$ cat src/hw/rtl/frsf_pkg.sv
`timescale 1ns / 1ps
// Shared types and constants for the flood route / sequence filter block.
// No dependencies; imported by frsf_ctrl, frsf_dp and the top level.
package frsf_pkg;

    localparam int ADDR_W     = 32;
    localparam int LINK_W     = 5;
    localparam int HOP_W      = 8;
    localparam int SEQ_NUM_W  = 16;
    localparam int MASK_W     = 32;
    localparam int ACT_W      = 3;
    localparam int CFG_IDX_W  = 2;
    localparam int CFG_DATA_W = 32;

    localparam logic [HOP_W-1:0]  HOP_MAX        = 8'hFF;
    localparam logic [LINK_W-1:0] LINK_COUNT_RST = 5'd1;
    localparam logic [HOP_W-1:0]  MAX_HOPS_RST   = 8'd4;

    // configuration register indexes
    localparam logic [CFG_IDX_W-1:0] CFG_OWN_ADDR   = 2'd0;
    localparam logic [CFG_IDX_W-1:0] CFG_LINK_COUNT = 2'd1;
    localparam logic [CFG_IDX_W-1:0] CFG_MAX_HOPS   = 2'd2;

    typedef enum logic [ACT_W-1:0] {
        ACT_DROP    = 3'd0,
        ACT_DELIVER = 3'd1,
        ACT_ACK_OK  = 3'd2,
        ACT_FORWARD = 3'd3,
        ACT_IGNORE  = 3'd4,
        ACT_FULL    = 3'd5
    } action_t;

    typedef enum logic [2:0] {
        ST_IDLE,
        ST_CLASSIFY,
        ST_SCAN,
        ST_FETCH,
        ST_DECIDE
    } state_t;

    // controller -> datapath
    typedef struct packed {
        logic load;       // capture request header
        logic scan_step;  // issue table read, advance scan address
        logic mark_hit;   // latch matching entry index
        logic fetch;      // read counters of matching entry
        logic decide;     // update table, load result register
    } cmd_t;

    // datapath -> controller
    typedef struct packed {
        logic is_local;
        logic hit;
        logic last;
        logic table_empty;
        logic out_free;
    } status_t;

endpackage

$ cat src/hw/rtl/frsf_ram.sv
`timescale 1ns / 1ps
// Generic single-write, single-read RAM with registered read data.
// No dependencies.
module frsf_ram #(
    parameter int WIDTH  = 32,
    parameter int DEPTH  = 16,
    parameter int ADDR_W = $clog2(DEPTH)
) (
    input  logic              clk,
    input  logic              we,
    input  logic [ADDR_W-1:0] waddr,
    input  logic [WIDTH-1:0]  wdata,
    input  logic              re,
    input  logic [ADDR_W-1:0] raddr,
    output logic [WIDTH-1:0]  rdata
);

    logic [WIDTH-1:0] mem [DEPTH];

    always_ff @(posedge clk)
    begin
        if (we)
        begin
            mem[waddr] <= wdata;
        end
        if (re)
        begin
            rdata <= mem[raddr];
        end
    end

endmodule

$ cat src/hw/rtl/frsf_ctrl.sv
`timescale 1ns / 1ps
// Controller FSM: sequences header capture, table scan, counter fetch and decision.
// Depends on frsf_pkg.
module frsf_ctrl (
    input  logic              clk,
    input  logic              rst_n,
    input  logic              in_valid,
    output logic              in_stall,
    input  frsf_pkg::status_t status_i,
    output frsf_pkg::cmd_t    cmd_o
);
    import frsf_pkg::*;

    state_t state_reg;
    state_t state_next;

    always_ff @(posedge clk or negedge rst_n)
    begin
        if (!rst_n)
        begin
            state_reg <= ST_IDLE;
        end
        else
        begin
            state_reg <= state_next;
        end
    end

    always_comb
    begin
        state_next = state_reg;
        unique case (state_reg)
            ST_IDLE:
            begin
                if (in_valid)
                begin
                    state_next = ST_CLASSIFY;
                end
            end
            ST_CLASSIFY:
            begin
                if (!status_i.is_local || status_i.table_empty)
                begin
                    state_next = ST_DECIDE;
                end
                else
                begin
                    state_next = ST_SCAN;
                end
            end
            ST_SCAN:
            begin
                priority if (status_i.hit)
                begin
                    state_next = ST_FETCH;
                end
                else if (status_i.last)
                begin
                    state_next = ST_DECIDE;
                end
                else
                begin
                    state_next = ST_SCAN;
                end
            end
            ST_FETCH:
            begin
                state_next = ST_DECIDE;
            end
            ST_DECIDE:
            begin
                if (status_i.out_free)
                begin
                    state_next = ST_IDLE;
                end
            end
            default:
            begin
                state_next = ST_IDLE;
            end
        endcase
    end

    always_comb
    begin
        cmd_o    = '0;
        in_stall = 1'b1;
        unique case (state_reg)
            ST_IDLE:
            begin
                in_stall   = 1'b0;
                cmd_o.load = in_valid;
            end
            ST_CLASSIFY:
            begin
                cmd_o.scan_step = 1'b1;
            end
            ST_SCAN:
            begin
                cmd_o.scan_step = 1'b1;
                cmd_o.mark_hit  = status_i.hit;
            end
            ST_FETCH:
            begin
                cmd_o.fetch = 1'b1;
            end
            ST_DECIDE:
            begin
                cmd_o.decide = status_i.out_free;
            end
            default:
            begin
                in_stall = 1'b1;
            end
        endcase
    end

    // counters are only fetched right after a table hit
    assert property (@(posedge clk) disable iff (!rst_n)
        (state_reg == ST_FETCH) |-> $past(status_i.hit))
        else $error("fetch without preceding hit");

    // a scan never starts on an empty table
    assert property (@(posedge clk) disable iff (!rst_n)
        (state_reg == ST_SCAN) |-> !status_i.table_empty)
        else $error("scan on empty table");

    // a held decision waits only for the result register
    assert property (@(posedge clk) disable iff (!rst_n)
        (state_reg == ST_DECIDE && !status_i.out_free) |=> (state_reg == ST_DECIDE))
        else $error("decision dropped while result register busy");

endmodule

$ cat src/hw/rtl/frsf_dp.sv
`timescale 1ns / 1ps
// Datapath: config registers, header capture, peer table scan, counters and result register.
// Depends on frsf_pkg and frsf_ram.
module frsf_dp #(
    parameter int TABLE_DEPTH = 16,
    parameter int SEQ_BITS    = 16
) (
    input  logic                                clk,
    input  logic                                rst_n,
    input  logic [frsf_pkg::ADDR_W-1:0]         src_addr,
    input  logic [frsf_pkg::ADDR_W-1:0]         dest_addr,
    input  logic                                kind,
    input  logic [frsf_pkg::SEQ_NUM_W-1:0]      seq_num,
    input  logic [frsf_pkg::HOP_W-1:0]          hop_count,
    input  logic [frsf_pkg::LINK_W-1:0]         arrived_link,
    input  logic                                cfg_we,
    input  logic [frsf_pkg::CFG_IDX_W-1:0]      cfg_index,
    input  logic [frsf_pkg::CFG_DATA_W-1:0]     cfg_data,
    input  frsf_pkg::cmd_t                      cmd_i,
    output frsf_pkg::status_t                   status_o,
    input  logic                                out_stall,
    output logic                                out_valid,
    output logic [frsf_pkg::ACT_W-1:0]          action,
    output logic [frsf_pkg::MASK_W-1:0]         link_mask,
    output logic [frsf_pkg::HOP_W-1:0]          out_hop_count,
    output logic [frsf_pkg::SEQ_NUM_W-1:0]      out_seq
);
    import frsf_pkg::*;

    localparam int IDX_W  = $clog2(TABLE_DEPTH);
    localparam int USED_W = IDX_W + 1;
    localparam int CMP_W  = (SEQ_BITS > SEQ_NUM_W) ? SEQ_BITS : SEQ_NUM_W;
    localparam logic [USED_W-1:0] USED_FULL = USED_W'(TABLE_DEPTH);

    // configuration
    logic [ADDR_W-1:0]    own_address_reg;
    logic [LINK_W-1:0]    link_count_reg;
    logic [HOP_W-1:0]     max_hops_reg;

    // captured header
    logic [ADDR_W-1:0]    src_reg;
    logic [ADDR_W-1:0]    dest_reg;
    logic                 kind_reg;
    logic [SEQ_NUM_W-1:0] seq_reg;
    logic [HOP_W-1:0]     hop_reg;
    logic [LINK_W-1:0]    arr_reg;

    // scan
    logic [IDX_W-1:0]     scan_addr_reg;
    logic [IDX_W-1:0]     cmp_idx_reg;
    logic                 cmp_valid_reg;
    logic                 hit_reg;
    logic [IDX_W-1:0]     match_idx_reg;
    logic [USED_W-1:0]    used_reg;

    // result
    logic                 out_valid_reg;
    logic [ACT_W-1:0]     action_reg;
    logic [MASK_W-1:0]    mask_reg;
    logic [HOP_W-1:0]     ohop_reg;
    logic [SEQ_NUM_W-1:0] oseq_reg;

    logic [ADDR_W-1:0]     peer_rd;
    logic [2*SEQ_BITS-1:0] cnt_rd;
    logic                  peer_we;
    logic                  cnt_we;
    logic [IDX_W-1:0]      cnt_waddr;

    logic                 is_local;
    logic                 table_full;
    logic [HOP_W-1:0]     hops_inc;
    logic [MASK_W-1:0]    links_all;
    logic [MASK_W-1:0]    arr_bit;
    logic [SEQ_BITS-1:0]  rx_cur;
    logic [SEQ_BITS-1:0]  ack_cur;
    logic [SEQ_BITS-1:0]  rx_next;
    logic [SEQ_BITS-1:0]  ack_next;
    action_t              act_next;
    logic [MASK_W-1:0]    mask_next;
    logic [HOP_W-1:0]     ohop_next;
    logic [SEQ_NUM_W-1:0] oseq_next;

    always_ff @(posedge clk or negedge rst_n)
    begin
        if (!rst_n)
        begin
            own_address_reg <= '0;
            link_count_reg  <= LINK_COUNT_RST;
            max_hops_reg    <= MAX_HOPS_RST;
        end
        else if (cfg_we)
        begin
            unique case (cfg_index)
                CFG_OWN_ADDR:   own_address_reg <= cfg_data;
                CFG_LINK_COUNT: link_count_reg  <= cfg_data[LINK_W-1:0];
                CFG_MAX_HOPS:   max_hops_reg    <= cfg_data[HOP_W-1:0];
                default:        ;
            endcase
        end
    end

    always_ff @(posedge clk)
    begin
        if (cmd_i.load)
        begin
            src_reg  <= src_addr;
            dest_reg <= dest_addr;
            kind_reg <= kind;
            seq_reg  <= seq_num;
            hop_reg  <= hop_count;
            arr_reg  <= arrived_link;
        end
        if (cmd_i.scan_step)
        begin
            cmp_idx_reg <= scan_addr_reg;
        end
        if (cmd_i.mark_hit)
        begin
            match_idx_reg <= cmp_idx_reg;
        end
        if (cmd_i.decide)
        begin
            action_reg <= act_next;
            mask_reg   <= mask_next;
            ohop_reg   <= ohop_next;
            oseq_reg   <= oseq_next;
        end
    end

    always_ff @(posedge clk or negedge rst_n)
    begin
        if (!rst_n)
        begin
            scan_addr_reg <= '0;
            cmp_valid_reg <= 1'b0;
            hit_reg       <= 1'b0;
            used_reg      <= '0;
            out_valid_reg <= 1'b0;
        end
        else
        begin
            if (cmd_i.load)
            begin
                scan_addr_reg <= '0;
                cmp_valid_reg <= 1'b0;
                hit_reg       <= 1'b0;
            end
            else
            begin
                if (cmd_i.scan_step)
                begin
                    scan_addr_reg <= scan_addr_reg + IDX_W'(1);
                end
                cmp_valid_reg <= cmd_i.scan_step;
                if (cmd_i.mark_hit)
                begin
                    hit_reg <= 1'b1;
                end
            end
            if (peer_we)
            begin
                used_reg <= used_reg + USED_W'(1);
            end
            if (cmd_i.decide)
            begin
                out_valid_reg <= 1'b1;
            end
            else if (!out_stall)
            begin
                out_valid_reg <= 1'b0;
            end
        end
    end

    // read data is registered, so it follows the scan address in the next cycle
    frsf_ram #(
        .WIDTH (ADDR_W),
        .DEPTH (TABLE_DEPTH)
    ) u_peer_ram (
        .clk   (clk),
        .we    (peer_we),
        .waddr (used_reg[IDX_W-1:0]),
        .wdata (src_reg),
        .re    (cmd_i.scan_step),
        .raddr (scan_addr_reg),
        .rdata (peer_rd)
    );

    // {ack_expected, rx_expected}
    frsf_ram #(
        .WIDTH (2*SEQ_BITS),
        .DEPTH (TABLE_DEPTH)
    ) u_cnt_ram (
        .clk   (clk),
        .we    (cnt_we),
        .waddr (cnt_waddr),
        .wdata ({ack_next, rx_next}),
        .re    (cmd_i.fetch),
        .raddr (match_idx_reg),
        .rdata (cnt_rd)
    );

    assign is_local   = (dest_reg == own_address_reg);
    assign table_full = !hit_reg && (used_reg == USED_FULL);
    assign peer_we    = cmd_i.decide && is_local && !hit_reg && !table_full;
    assign cnt_we     = cmd_i.decide && is_local && !table_full;
    assign cnt_waddr  = hit_reg ? match_idx_reg : used_reg[IDX_W-1:0];

    assign status_o.is_local    = is_local;
    assign status_o.hit         = cmp_valid_reg && (peer_rd == src_reg);
    assign status_o.last        = cmp_valid_reg &&
                                  ({1'b0, cmp_idx_reg} == (used_reg - USED_W'(1)));
    assign status_o.table_empty = (used_reg == '0);
    assign status_o.out_free    = !out_valid_reg || !out_stall;

    always_comb
    begin
        links_all = '0;
        for (int i = 1; i < MASK_W; i++)
        begin
            links_all[i] = (6'(i) <= {1'b0, link_count_reg});
        end
    end

    always_comb
    begin
        hops_inc  = (hop_reg == HOP_MAX) ? hop_reg : hop_reg + HOP_W'(1);
        arr_bit   = MASK_W'(1) << arr_reg;
        rx_cur    = hit_reg ? cnt_rd[SEQ_BITS-1:0] : '0;
        ack_cur   = hit_reg ? cnt_rd[2*SEQ_BITS-1:SEQ_BITS] : '0;
        rx_next   = rx_cur;
        ack_next  = ack_cur;
        act_next  = ACT_DROP;
        mask_next = '0;
        ohop_next = '0;
        oseq_next = '0;
        if (is_local)
        begin
            priority if (table_full)
            begin
                act_next = ACT_FULL;
            end
            else if (!kind_reg)
            begin
                if (CMP_W'(seq_reg) == CMP_W'(rx_cur))
                begin
                    rx_next   = rx_cur + SEQ_BITS'(1);
                    act_next  = ACT_DELIVER;
                    mask_next = arr_bit & links_all;
                    oseq_next = seq_reg;
                end
                else
                begin
                    act_next = ACT_IGNORE;
                end
            end
            else
            begin
                if (CMP_W'(seq_reg) == CMP_W'(ack_cur))
                begin
                    ack_next = ack_cur + SEQ_BITS'(1);
                    act_next = ACT_ACK_OK;
                end
                else
                begin
                    act_next = ACT_IGNORE;
                end
            end
        end
        else if (hops_inc < max_hops_reg)
        begin
            act_next  = ACT_FORWARD;
            mask_next = links_all & ~arr_bit;
            ohop_next = hops_inc;
            oseq_next = seq_reg;
        end
    end

    assign out_valid     = out_valid_reg;
    assign action        = action_reg;
    assign link_mask     = mask_reg;
    assign out_hop_count = ohop_reg;
    assign out_seq       = oseq_reg;

    assert property (@(posedge clk) disable iff (!rst_n)
        used_reg <= USED_FULL)
        else $error("table fill count beyond depth");

    // a new entry is only taken when the table has room
    assert property (@(posedge clk) disable iff (!rst_n)
        peer_we |-> (used_reg < USED_FULL) && !hit_reg)
        else $error("entry allocated on full table or after hit");

    // a decision always presents a result the next cycle
    assert property (@(posedge clk) disable iff (!rst_n)
        cmd_i.decide |=> out_valid_reg)
        else $error("decision did not load result register");

endmodule

$ cat src/hw/rtl/flood_route_seq_filter_unit.sv
`timescale 1ns / 1ps
// Top level of the flood route / sequence filter block.
// Depends on frsf_pkg, frsf_ctrl, frsf_dp, frsf_ram.
//
// Usage:
//   Request channel: in_valid / in_stall with the header fields src_addr,
//   dest_addr, kind, seq_num, hop_count, arrived_link. A request is taken
//   when in_valid is high and in_stall is low.
//   Result channel: out_valid / out_stall with action, link_mask,
//   out_hop_count, out_seq; one result per request, in order.
//   Config: cfg_we writes cfg_data into register cfg_index (0 own address,
//   1 link count, 2 max hops); write only while no request is in flight.
// Sequence:
//   Non-local header: captured, then CLASSIFY and DECIDE load the result register.
//   Local header: CLASSIFY, then SCAN over the table entries (up to the number of
//   known peers, at most TABLE_DEPTH), FETCH on a hit, then DECIDE. The peer table
//   RAM has one read port, so the scan visits one entry per cycle.
//   One request is processed at a time; in_stall is high until its result
//   sits in the output register.
// Reset: peer table empty, link count 1, max hops 4, own address 0.
// A stalled result holds in the output register while the next request
// is accepted; that request's result waits until the register frees.
module flood_route_seq_filter_unit #(
    parameter int TABLE_DEPTH = 16,
    parameter int SEQ_BITS    = 16
) (
    input  logic                            clk,
    input  logic                            rst_n,
    input  logic                            in_valid,
    output logic                            in_stall,
    input  logic [frsf_pkg::ADDR_W-1:0]     src_addr,
    input  logic [frsf_pkg::ADDR_W-1:0]     dest_addr,
    input  logic                            kind,
    input  logic [frsf_pkg::SEQ_NUM_W-1:0]  seq_num,
    input  logic [frsf_pkg::HOP_W-1:0]      hop_count,
    input  logic [frsf_pkg::LINK_W-1:0]     arrived_link,
    input  logic                            cfg_we,
    input  logic [frsf_pkg::CFG_IDX_W-1:0]  cfg_index,
    input  logic [frsf_pkg::CFG_DATA_W-1:0] cfg_data,
    output logic                            out_valid,
    input  logic                            out_stall,
    output logic [frsf_pkg::ACT_W-1:0]      action,
    output logic [frsf_pkg::MASK_W-1:0]     link_mask,
    output logic [frsf_pkg::HOP_W-1:0]      out_hop_count,
    output logic [frsf_pkg::SEQ_NUM_W-1:0]  out_seq
);
    import frsf_pkg::*;

    cmd_t    cmd;
    status_t status;

    frsf_ctrl u_ctrl (
        .clk      (clk),
        .rst_n    (rst_n),
        .in_valid (in_valid),
        .in_stall (in_stall),
        .status_i (status),
        .cmd_o    (cmd)
    );

    frsf_dp #(
        .TABLE_DEPTH (TABLE_DEPTH),
        .SEQ_BITS    (SEQ_BITS)
    ) u_dp (
        .clk           (clk),
        .rst_n         (rst_n),
        .src_addr      (src_addr),
        .dest_addr     (dest_addr),
        .kind          (kind),
        .seq_num       (seq_num),
        .hop_count     (hop_count),
        .arrived_link  (arrived_link),
        .cfg_we        (cfg_we),
        .cfg_index     (cfg_index),
        .cfg_data      (cfg_data),
        .cmd_i         (cmd),
        .status_o      (status),
        .out_stall     (out_stall),
        .out_valid     (out_valid),
        .action        (action),
        .link_mask     (link_mask),
        .out_hop_count (out_hop_count),
        .out_seq       (out_seq)
    );

endmodule

$ cat config.mk
export PLATFORM = sky130hd
export DESIGN_NAME = flood_route_seq_filter_unit
export DESIGN_NICKNAME = d
export VERILOG_FILES = /design/src/hw/rtl/frsf_pkg.sv /design/src/hw/rtl/frsf_ram.sv /design/src/hw/rtl/frsf_ctrl.sv /design/src/hw/rtl/frsf_dp.sv /design/src/hw/rtl/flood_route_seq_filter_unit.sv
export SDC_FILE = /design/constraint.sdc
export NUM_CORES = 1
export LEC_CHECK = 0
export BUFFER_PORTS_ARGS = -buffer_cell sky130_fd_sc_hd__buf_4
export CAP_MARGIN = 20
export CORE_AREA = 2 2 384 386
export CTS_CLUSTER_SIZE = 16
export DETAILED_ROUTE_END_ITERATION = 16
export DIE_AREA = 0 0 386 388
export GPL_TIMING_DRIVEN = 0
export HOLD_SLACK_MARGIN = 0.03
export PLACE_DENSITY_LB_ADDON = 0.2
export SLEW_MARGIN = 30
export SYNTH_ARGS = -nofsm -noshare
export SYNTH_HDL_FRONTEND = slang
export SYNTH_SLANG_ARGS = --single-unit
$ cat constraint.sdc
create_clock -name clk -period 6.7 [get_ports clk]
set_input_delay 1.34 -clock clk [delete_from_list [all_inputs] [get_ports clk]]
set_output_delay 1.34 -clock clk [all_outputs]
set_load 0.05 [all_outputs]
==> Word level (Yosys, flattened, before mapping) <==
Memories as Yosys holds them, arrays and structs flattened. A register that Yosys moved wholly into a read port is not among the register bits.
Cells that the tools add are included.
{ "word_totals": {"n_memories": 2, "wordCells": 158, "ff_bits": 221, "ramBits": 1024} }
{ "op_classes": {"magnitude_cmp": 32, "n_reduce_logical": 25, "n_bitwise": 4, "shift": 1, "n_mux": 51, "eq_ne": 16, "n_addsub": 6} }
{ "mem_list": {"columns": ["name", "depth", "word_bits", "read_ports", "rd_clocked_by_memory_dff", "wr", "line_no", "rtl"], "rows": [
  ["u_dp.u_cnt_ram.mem", 16, 32, 1, 1, 1, "frsf_ram.sv:18", "logic [WIDTH-1:0] mem [DEPTH];"],
  ["u_dp.u_peer_ram.mem", 16, 32, 1, 1, 1, "frsf_ram.sv:18", null]
]} }
{ "ops": {"columns": ["op", "count"], "rows": [
  ["$mux 16", 15],
  ["$mux 32", 5],
  ["$le 5x5->1 const A", 16],
  ["$and 32x32->32", 2],
  ["$eq 32x32->1", 2],
  ["$le 4x5->1 const A", 8],
  ["$add 16x1->16 const B", 2],
  ["$eq 16x16->1", 2],
  ["$not 32->32", 1],
  ["$shl 1x5->32 const A", 1],
  ["$mux 3", 10],
  ["$le 3x5->1 const A", 4],
  ["$mux 1", 15],
  ["$pmux 3 s5", 1],
  ["$mux 4", 3],
  ["$le 2x5->1 const A", 2],
  ["$add 8x1->8 const B", 1],
  ["$eq 8x8->1 const B", 1],
  ["$lt 8x8->1", 1],
  ["$mux 8", 1],
  ["$reduce_and 2->1", 4],
  ["$logic_and 1x1->1", 7],
  ["$eq 3x2->1 const B", 2],
  ["$add 5x1->5 const B", 1],
  ["20 further kinds", 28]
]} }

==> Logic depth before layout (Yosys ltp) <==
Gate-level depths: netlist (run 1).
{ "depth": {"word_depth": 8, "ltp_mapped": 13, "depth_no_buf": 12} }

==> By module <==
A second synthesis (run 1) with hierarchy kept.
{ "unflattened": {"cells_unflattened": 2684, "hier_area_um2": 51843.5} }
{ "modules_own_cells": {"columns": ["mod", "area_per_inst_um2", "cells_per_inst", "instances", "seq_area_each_um2"], "rows": [
  ["frsf_ram", 20174.3, 838, 2, 16335.7],
  ["frsf_dp", 11280.8, 982, 1, 6233.5],
  ["frsf_ctrl", 214.0, 26, 1, 75.1]
]} }

==> Worst setup path after synthesis (run 1) <==
No wires, ideal clock.
{ "synth_timing": {"path_type": "input -> register", "startpoint": "in out_stall", "endpoint": "mem u_dp.u_peer_ram.mem[1][0] (enable)", "setup_slack_ns": -1.276, "arrival_time_ns": 7.515, "n_path_buf": 0, "t_required_ns": 6.239, "stages": 5, "cell_sequence": "a21oi_1 > nand2_1 > nor3_1 > nand2_1 > nor3_1"} }
{ "synth_via": {"elab_chain_len": 8} }
{ "synth_lines": {"columns": ["item", "line_no", "rtl"], "rows": [
  ["from (decl)", "flood_route_seq_filter_unit.sv:41", "input logic out_stall,"],
  ["$logic_not 1->1", null, null],
  ["$logic_or 1x1->1", "frsf_dp.sv:214", "assign status_o.out_free = !out_valid_reg || !out_stall;"],
  ["$mux 1", "frsf_ctrl.sv:88", "unique case (state_reg)"],
  ["$logic_and 1x1->1 (3 in series)", "frsf_dp.sv:205", "assign peer_we = cmd_i.decide && is_local && !hit_reg && !table_full;"],
  ["$mux 1", "frsf_ram.sv:22", "if (we)"],
  ["$mux 1 (implied by the code)", "frsf_ram.sv:24", "mem[waddr] <= wdata;"],
  ["to (decl)", "frsf_ram.sv:18", null]
]} }
Every way passes these cells.

==> Worst setup path after layout (run 1) <==
{ "layout_timing": {"startpoint": "reg u_dp.hit_reg", "endpoint": "mem u_dp.u_peer_ram.mem[2][12] (enable)"} }
{ "layout_via": {"elab_chain_len": 6} }
{ "layout_lines": {"columns": ["item", "line_no", "rtl"], "rows": [
  ["from (decl)", "frsf_dp.sv:52", "logic hit_reg;"],
  ["from (signal assigned)", "frsf_dp.sv:136", "hit_reg <= 1'b0;"],
  ["from (signal assigned)", "frsf_dp.sv:146", "hit_reg <= 1'b0;"],
  ["from (signal assigned)", "frsf_dp.sv:157", "hit_reg <= 1'b1;"],
  ["$logic_not 1->1 *", "frsf_dp.sv:204, frsf_dp.sv:205", null],
  ["$logic_and 1x1->1", "frsf_dp.sv:204", "assign table_full = !hit_reg && (used_reg == USED_FULL);"],
  ["$logic_not 1->1", "frsf_dp.sv:205", null],
  ["$logic_and 1x1->1 *", "frsf_dp.sv:205", null],
  ["$mux 1 *", "frsf_ram.sv:22", null],
  ["$mux 1 (implied by the code) *", "frsf_ram.sv:24", null]
]} }
Every way passes the cells marked *; elsewhere a longest branch is shown, timed or not.

==> results of run 1 <==
power by group through the flow:
stage / Sequential (mW) / Clock, mW / Combinational, mW
floorplan: 9.96 / 0 / 1.45
global placement: 9.85 / 0 / 2.62
detailed placement: 9.81 / 0 / 2.74
CTS: 9.64 / 8.02 / 2.75
global route: 9.67 / 8.32 / 2.88
finish: 9.63 / 7.85 / 2.70
routing by layer:
layer / global-route usage / up-vias / wire [µm]
met4: 0.04740 / 4 / 2822
met2: 0.2976 / 957 / 66830
li1: - / 12115 / -
met3: 0.03647 / 189 / 8623
met5: 0 / - / 25
met1: 0.2654 / 14724 / 63230
worst max-delay path, delay by kind of cell (launching register included):
kind / cells / cell delay, ps
buffers and inverters: 7 / 1650
flip-flops: 1 / 470
AND/OR/NAND/NOR: 5 / 2520
cell usage after synthesis, types with 14 or more instances:
master	instances	area [µm²]
sky130_fd_sc_hd__nand3_1	32	160.2
sky130_fd_sc_hd__edfxtp_1	1248	37480
sky130_fd_sc_hd__and2_1	17	106.4
sky130_fd_sc_hd__clkbuf_1	99	371.6
sky130_fd_sc_hd__a21oi_1	81	405.4
sky130_fd_sc_hd__buf_2	14	70.07
sky130_fd_sc_hd__nor2_1	85	319.1
sky130_fd_sc_hd__nand4_1	63	394.1
sky130_fd_sc_hd__a22oi_1	33	247.7
sky130_fd_sc_hd__xor2_1	26	227.7
sky130_fd_sc_hd__nor3_1	29	145.1
sky130_fd_sc_hd__xnor2_1	79	691.9
sky130_fd_sc_hd__nor2b_1	22	137.6
sky130_fd_sc_hd__inv_1	29	108.9
sky130_fd_sc_hd__buf_1	31	116.4
sky130_fd_sc_hd__nor4_1	16	100.1
sky130_fd_sc_hd__mux2i_1	105	1051
sky130_fd_sc_hd__mux2_2	76	855.8
sky130_fd_sc_hd__a221oi_1	33	289.0
sky130_fd_sc_hd__ha_1	15	187.7
sky130_fd_sc_hd__nand2_1	130	488.0
sky130_fd_sc_hd__dfrtp_1	58	1451
sky130_fd_sc_hd__o21ai_0	101	505.5
sky130_fd_sc_hd__mux4_2	224	5045
area by class of cell:
cell class / instances / area share
multi-input cells: 1293 / 0.2022
inverters: 29 / 0.001768
well taps: 1917 / 0.03808
plain buffers: 151 / 0.01035
clock inverters: 81 / 0.01361
flip-flops and latches: 1308 / 0.6189
clock buffers: 175 / 0.06023
diodes: 2 / 0.00007946
repair buffers: 282 / 0.05481
cells by family after synthesis:
kind of cell	Yosys count	share of synthesized area
muxes	405	0.1336
other	1	0.00007205
buffers and inverters	180	0.01389
adders and majority gates	15	0.003606
AOI/OAI and AO/OA	311	0.03745
and+or+nand+nor	456	0.04486
DFF	1308	0.7489
xor gates and xnor gates	105	0.01767
through the flow:
step	TNS, ps	total power, mW	setup slack [ps]	cell area, µm²	hold WS [ps]
after floorplan	0	11.41	93.44	52050	423.1
after global placement	-2777320	12.46	-4765	55890	447.8
after detailed placement	0	12.54	1750	58310	447.6
after CTS	0	20.40	1704	62960	456.9
after global routing	0	20.87	1371	62980	483.2
final	0	20.19	1732	62990	459.2
worst paths after layout:
check | start | to | slack (ps) | cells past startpoint
setup / recovery | u_dp.hit_reg$_DFFE_PN0P_ | u_dp.u_peer_ram.mem[2][12]$_DFFE_PP_ | 1730 | 12
hold / removal | u_dp.scan_addr_reg[2]$_DFFE_PN0P_ | u_dp.cmp_idx_reg[2]$_DFFE_PP_ | 460 | 0
setup reg to reg | u_dp.hit_reg$_DFFE_PN0P_ | u_dp.u_peer_ram.mem[2][12]$_DFFE_PP_ | 1730 | 12
hold reg to reg | u_dp.scan_addr_reg[2]$_DFFE_PN0P_ | u_dp.cmp_idx_reg[2]$_DFFE_PP_ | 460 | 0
max in group asynchronous | rst_n | u_dp.max_hops_reg[0]$_DFFE_PN0P_ | 5440 | 1
min in group asynchronous | rst_n | u_dp.own_address_reg[10]$_DFFE_PN0P_ | 660 | 1
==> PnR_summary.wiki, run 1 <==
{| class="wikitable"
! Metric !! Value
|-
| Kind of start point of the critical path || flip-flop
|-
| Clk pin slew, worst setup/hold paths || roughly 60 ps
|-
| Fraction of final layout cells with drive strength greater than 1 || 0.2724
|-
| NumNets Final || between 3000 and 4000
|-
| TritonCTS sink count || around 1300
|-
| Cell count after synthesis || between 2000 and 3000
|-
| Maximum cell stage delay along the critical path || 720 ps
|-
| Reg power frac || 0.477
|-
| Via count of the first global-routing pass || roughly 28000
|-
| Peak fanout along the critical path || 10
|-
| Global route total overflow || 0
|-
| Worst slew slack as a fraction of its limit || 0.2934
|-
| Number of synthesized flops with an enable pin || about 1200
|-
| CTS root buffer || sky130_fd_sc_hd__clkbuf_16
|-
| Post-synthesis sequential element count || between 1000 and 1500
|-
| Setup repair after global routing missed its margin || false
|-
| Number of buffers added on ports || ~190
|-
| Final setup viols || 0
|-
| Area growth from synthesis to layout || 21.01%
|-
| Switching share of power || 0.2547
|-
| Share of the yosys chip area belonging to registers || 0.7489
|-
| Startpoint-to-endpoint class of the critical path || flip-flop to flip-flop
|-
| Number of I/O pins || about 190
|-
| Core area || around 150000 µm²
|-
| Multi-input gate area in the final layout || around 13000 µm²
|-
| First-pass GRT wire length || approximately 200000 µm
|-
| Fin cells || 5238
|-
| Post-route clock period utilization || 0.7415
|-
| Clk buf depth || 3
|-
| Number of nets produced by synthesis || just under 3000
|-
| Overall global routing resource usage || 0.1877
|-
| Classification of the worst-slack hold path || flip-flop to flip-flop
|-
| Largest net degree at the start of global routing || a little over 60
|-
| Filler instances || about 13000
|-
| Top flop regs || u_dp.u_cnt_ram.mem: 512 flops, u_dp.u_peer_ram.mem: 512 flops
|-
| Register cell area after layout || 38980 µm²
|-
| Dominant synthesized flop cell || sky130_fd_sc_hd__edfxtp_1
|-
| Width of the die || just under 400 µm
|-
| Ordered list of cells on the worst path || buf_2 > inv_1 > clkbuf_1 > nand4_1 > nand2_1 > nor3_1 > nand2_1 > nor3_2 > buf_4 > buf_6 > buf_4 > buf_4
|-
| Initial core utilization || 0.3584
|-
| Share of power burned in the clock network || 0.389
|-
| Final hold violations || 0
|-
| Fraction of registers with async set or reset after synthesis || 0.04587
|-
| Die Outline Area || approximately 150000 µm²
|-
| Wire length per cell after detailed routing || around 27 µm
|-
| Commonest cells after routing, fill and taps aside || sky130_fd_sc_hd__edfxtp_1 (1248), sky130_fd_sc_hd__mux4_2 (224), sky130_fd_sc_hd__buf_4 (216)
|-
| Initial antenna violation count || 3
|-
| Rows || 140
|-
| Final estimated routing congestion in global placement || slightly below 0.9
|-
| Actual transition at the worst max-transition pin || 1060 ps
|-
| Clock tree from TritonCTS || yes
|-
| Leakage Power || approximately 21 nW
|-
| Number of hold buffers added after cts || 0
|-
| Most common cell after layout, fill and taps aside || sky130_fd_sc_hd__edfxtp_1
|-
| Syn Std Cell Area || between 50000 and 60000 µm²
|-
| Data required time of the worst path || just over 7000 ps
|-
| Number of setup buffers added after CTS || 0
|-
| Routed WL || 141500 µm
|-
| Drt first pass iters || 5
|-
| DRC Markers || 0
|-
| Number of CTS-inserted buffers || roughly 140
|-
| Largest vdd supply drop || 0.0002709 V
|-
| Status || finished clean
|-
| Mean instance size in the synthesized netlist || around 19 µm²
|-
| Setup Skew || approximately 23 ps
|-
| Cell total after placement || 4980
|-
| Clock insertion delay at the later pin of the skew report || 780 ps
|-
| Slowest stage cell on the critical path || sky130_fd_sc_hd__nor3_1
|-
| Number of vias per cell after detailed routing || 5.343
|-
| Number of max-slew violations in the final report || 0
|-
| Net switching power || 5.141 mW
|-
| Fmax || between 200 and 250 MHz
|-
| Most numerous cell on the critical path || sky130_fd_sc_hd__buf_4
|-
| Post-route core utilization || 0.4337
|-
| Starting DRC count in detailed routing || ~2700
|-
| Post-DP HPWL || 95800 µm
|-
| CTS HTree Levels || 4
|-
| Via total after detailed routing || 27989
|-
| Critical Path Sink Type || flip-flop
|-
| CP Data Arrival Time || ~5400 ps
|-
| Post-route ant nets || 0
|-
| Ys Warns || 0
|-
| Total power per unit cell area || 320.5 nW/µm²
|-
| Number of distinct library cells after synthesis || 68
|-
| Proportion of power drawn by combinational gates || 0.134
|-
| Final critical-path required period || just under 5000 ps
|-
| Cell internal pwr || between 15 and 20 mW
|-
| Number of instances resized during post-cts repair || 0
|-
| Die height || 388 µm
|-
| Max-capacitance violation count || 0
|}
No activity file was read; power rests on OpenSTA's default activity.
==> inputs of run 2 (changes only) <==
--- a/config.mk
+++ b/config.mk
@@ -5,12 +5,13 @@
 export SDC_FILE = /design/constraint.sdc
 export NUM_CORES = 1
 export LEC_CHECK = 0
+export ABC_AREA = 1
 export BUFFER_PORTS_ARGS = -buffer_cell sky130_fd_sc_hd__buf_4
 export CAP_MARGIN = 20
-export CORE_AREA = 2 2 384 386
+export CORE_AREA = 2 2 396 398
 export CTS_CLUSTER_SIZE = 16
 export DETAILED_ROUTE_END_ITERATION = 16
-export DIE_AREA = 0 0 386 388
+export DIE_AREA = 0 0 398 400
 export GPL_TIMING_DRIVEN = 0
 export HOLD_SLACK_MARGIN = 0.03
 export PLACE_DENSITY_LB_ADDON = 0.2
==> constraint.sdc (replaced) <==
create_clock -name clk -period 5 [get_ports clk]
set_input_delay 1 -clock clk [delete_from_list [all_inputs] [get_ports clk]]
set_output_delay 1 -clock clk [all_outputs]
set_load 0.05 [all_outputs]
==> PnR_summary.wiki, run 2 <==
{| class="wikitable"
! Metric !! Value
|-
| Number of max-slew violations in the final report || 0
|-
| Leakage Power || ~24 nW
|-
| Kind of start point of the critical path || flip-flop
|-
| Drt first pass iters || 6
|-
| Clk buf depth || 3
|-
| Clock insertion delay at the later pin of the skew report || 780 ps
|-
| Area growth from synthesis to layout || 18.69%
|-
| Data required time of the worst path || between 5000 and 6000 ps
|-
| First-pass GRT wire length || around 270000 µm
|-
| Number of setup buffers added after CTS || 0
|-
| Count of inserted antenna diode cells || 0
|-
| Post-route ant nets || 0
|-
| Summed negative setup slack over all endpoints || 0 ps
|-
| Setup repair after global routing missed its margin || false
|-
| Rows || between 100 and 150
|-
| Number of vias per cell after detailed routing || roughly 5.4
|-
| Ys Warns || 0
|-
| NumNets Final || 5330
|-
| Dominant synthesized flop cell || sky130_fd_sc_hd__edfxtp_1
|-
| Post-DP HPWL || ~130000 µm
|-
| Post-synthesis sequential element count || between 1000 and 1500
|-
| Fraction of registers with async set or reset after synthesis || 0.04587
|-
| Cell count after synthesis || about 4700
|-
| Number of CTS-inserted buffers || ~140
|-
| Total buffers and inverters traversed by the critical path || 6
|-
| Actual transition at the worst max-transition pin || about 1000 ps
|-
| Number of instances resized during post-cts repair || 0
|-
| Share of the yosys chip area belonging to registers || 0.7026
|-
| Startpoint-to-endpoint class of the critical path || flip-flop to flip-flop
|-
| Core area || 155100 µm²
|-
| Worst setup margin || between 700 and 800 ps
|-
| Width of the die || about 400 µm
|-
| Die Outline Area || between 150000 and 200000 µm²
|-
| Maximum cell stage delay along the critical path || about 870 ps
|-
| Critical Path Sink Type || flip-flop
|-
| Number of hold buffers added after cts || 0
|-
| Most instantiated library cell after synthesis || sky130_fd_sc_hd__edfxtp_1
|-
| Number of nets produced by synthesis || a little under 5000
|-
| CTS root buffer || sky130_fd_sc_hd__clkbuf_16
|-
| Number of I/O pins || between 150 and 200
|-
| Leading post-synthesis cells by cell area || sky130_fd_sc_hd__edfxtp_1 (68%), sky130_fd_sc_hd__nand2_1 (6.3%), sky130_fd_sc_hd__nor2_1 (3.7%), sky130_fd_sc_hd__o21ai_0 (3.1%), sky130_fd_sc_hd__dfrtp_1 (2.6%)
|-
| Routed WL || about 190000 µm
|-
| Proportion of netlist area held by the largest area contributor || 0.6754
|-
| Total power per unit cell area || 425.2 nW/µm²
|-
| Syn Std Cell Area || approximately 55000 µm²
|-
| Classification of the worst-slack hold path || input port to asynchronous set/reset pin
|-
| Fmax || between 200 and 250 MHz
|-
| Most common cell after layout, fill and taps aside || sky130_fd_sc_hd__edfxtp_1
|-
| Final hold violations || 0
|-
| Starting DRC count in detailed routing || between 4000 and 5000
|-
| Post-route cell area || approximately 66000 µm²
|-
| Number of distinct library cells after synthesis || 44
|-
| Initial core utilization || 0.3577
|-
| Final critical-path required period || between 4000 and 5000 ps
|-
| Number of synthesized flops with an enable pin || 1248
|-
| Status || finished clean
|-
| CTS HTree Levels || 4
|-
| Via count of the first global-routing pass || 37659
|-
| Setup Skew || about 40 ps
|-
| Cell area after placement || 61370 µm²
|-
| Via total after detailed routing || 39619
|-
| Post-route core utilization || 0.4245
|-
| Top cells by instance count after synthesis || sky130_fd_sc_hd__edfxtp_1 (1248), sky130_fd_sc_hd__nand2_1 (937), sky130_fd_sc_hd__nor2_1 (549)
|-
| Top flop regs || u_dp.u_cnt_ram.mem: 512 flops, u_dp.u_peer_ram.mem: 512 flops
|-
| Ordered list of cells on the worst path || inv_1 > ha_1 > nand2_1 > nor3_1 > inv_1 > buf_2 > nand4_1 > nor3_4 > buf_8 > buf_6 > buf_6
|-
| Commonest cells after routing, fill and taps aside || sky130_fd_sc_hd__edfxtp_1 (1248), sky130_fd_sc_hd__nand2_1 (936), sky130_fd_sc_hd__nor2_1 (543)
|-
| Die height || 400 µm
|-
| Place WS || roughly 400 ps
|-
| Max-capacitance violation count || 0
|-
| Peak fanout along the critical path || 10
|-
| Final setup viols || 0
|-
| Wire length per cell after detailed routing || about 26 µm
|-
| Critical path's top delay family || simple AND/OR/NAND/NOR gates
|-
| Overall global routing resource usage || 0.2338
|-
| Slowest stage cell on the critical path || sky130_fd_sc_hd__nor3_4
|-
| Clock tree from TritonCTS || yes
|-
| DRC Markers || 0
|-
| Final estimated routing congestion in global placement || 0.9243
|-
| Initial antenna violation count || 2
|-
| TritonCTS sink count || about 1300
|-
| Worst slew slack as a fraction of its limit || 0.3180
|-
| Largest net degree at the start of global routing || 61
|-
| Mean instance size in the synthesized netlist || around 12 µm²
|-
| Clk pin slew, worst setup/hold paths || around 60 ps
|-
| CP Data Arrival Time || 4690 ps
|-
| Post-route clock period utilization || 0.8410
|-
| Global route total overflow || 0
|-
| Number of buffers added on ports || between 150 and 200
|-
| Largest vdd supply drop || between 0.0003 and 0.0004 V
|-
| Fraction of final layout cells with drive strength greater than 1 || 0.1258
|-
| Library cell with the largest summed area after synthesis || sky130_fd_sc_hd__edfxtp_1
|}
==> run 2: path summary, 6_finish.rpt <==
path                                               startpoint                              endpoint  slack [ps]  cells after the start
worst max-delay path             u_dp.used_reg[0]$_DFFE_PN0P_   u_dp.u_cnt_ram.mem[3][23]$_DFFE_PP_         800                     11
worst min-delay path                                    rst_n  u_dp.own_address_reg[28]$_DFFE_PN0P_         140                      1
worst max register to register   u_dp.used_reg[0]$_DFFE_PN0P_   u_dp.u_cnt_ram.mem[3][23]$_DFFE_PP_         800                     11
worst min register to register  u_dp.cmp_idx_reg[2]$_DFFE_PP_       u_dp.match_idx_reg[2]$_DFFE_PP_         470                      0
max in group asynchronous                               rst_n      u_dp.max_hops_reg[2]$_DFFE_PN1P_        4250                      2
min in group clk                                   seq_num[3]             u_dp.seq_reg[3]$_DFFE_PP_         390                      1
==> run 2: report_power, final <==
| part | switching, mW | total (mW) | internal, mW |
|---|---|---|---|
| sequential | 0.420 | 13.0 | 12.6 |
| combinational | 3.61 | 4.82 | 1.21 |
| clock | 4.42 | 10.2 | 5.76 |
==> run 2: cells by family (layout without fill, tap and decap cells) <==
group | after synthesis | after routing | synth area share
AND/OR/NAND/NOR | 1956 | 1956 | 0.1464
flip-flops | 1308 | 1308 | 0.7026
AO/OA/AOI/OAI | 746 | 746 | 0.08348
buffers and inverters | 538 | 1119 | 0.03820
multiplexers | 105 | 105 | 0.01915
XOR/XNOR | 43 | 43 | 0.006788
adder cells (fa/ha/maj) | 15 | 15 | 0.003383
other | 1 | 1 | 0.00006759
==> run 2: per-stage QoR <==
step / hold slack, ps / power (mW) / std cells
floorplan: 444.6 / 15.79 / 4712
detailed placement: 459.2 / 17.99 / 7093
global route: 131.3 / 28.95 / 7351
CTS: 328.7 / 28.11 / 7350
finish: 138.8 / 28.00 / 7351
global placement: 458.2 / 17.95 / 6962
==> run 2: final cells by class <==
cell class | instances | area [µm²]
inverters | 281 | 1062
fillers | 14515 | 89270
plain buffers | 257 | 1074
flip-flops and latches | 1308 | 38980
clock buffers | 187 | 3847
multi-input cells | 2866 | 14750
clock inverters | 70 | 600.6
repair buffers | 324 | 2965
well taps | 2058 | 2575
==> run 2: metal layers <==
metal,track usage,part of all wire,vias to the layer above
li1,-,-,17919
met1,0.3319,0.44,19727
met2,0.3745,0.46,1733
met3,0.03263,0.073,236
met4,0.06595,0.025,4
met5,0,0.00010,-
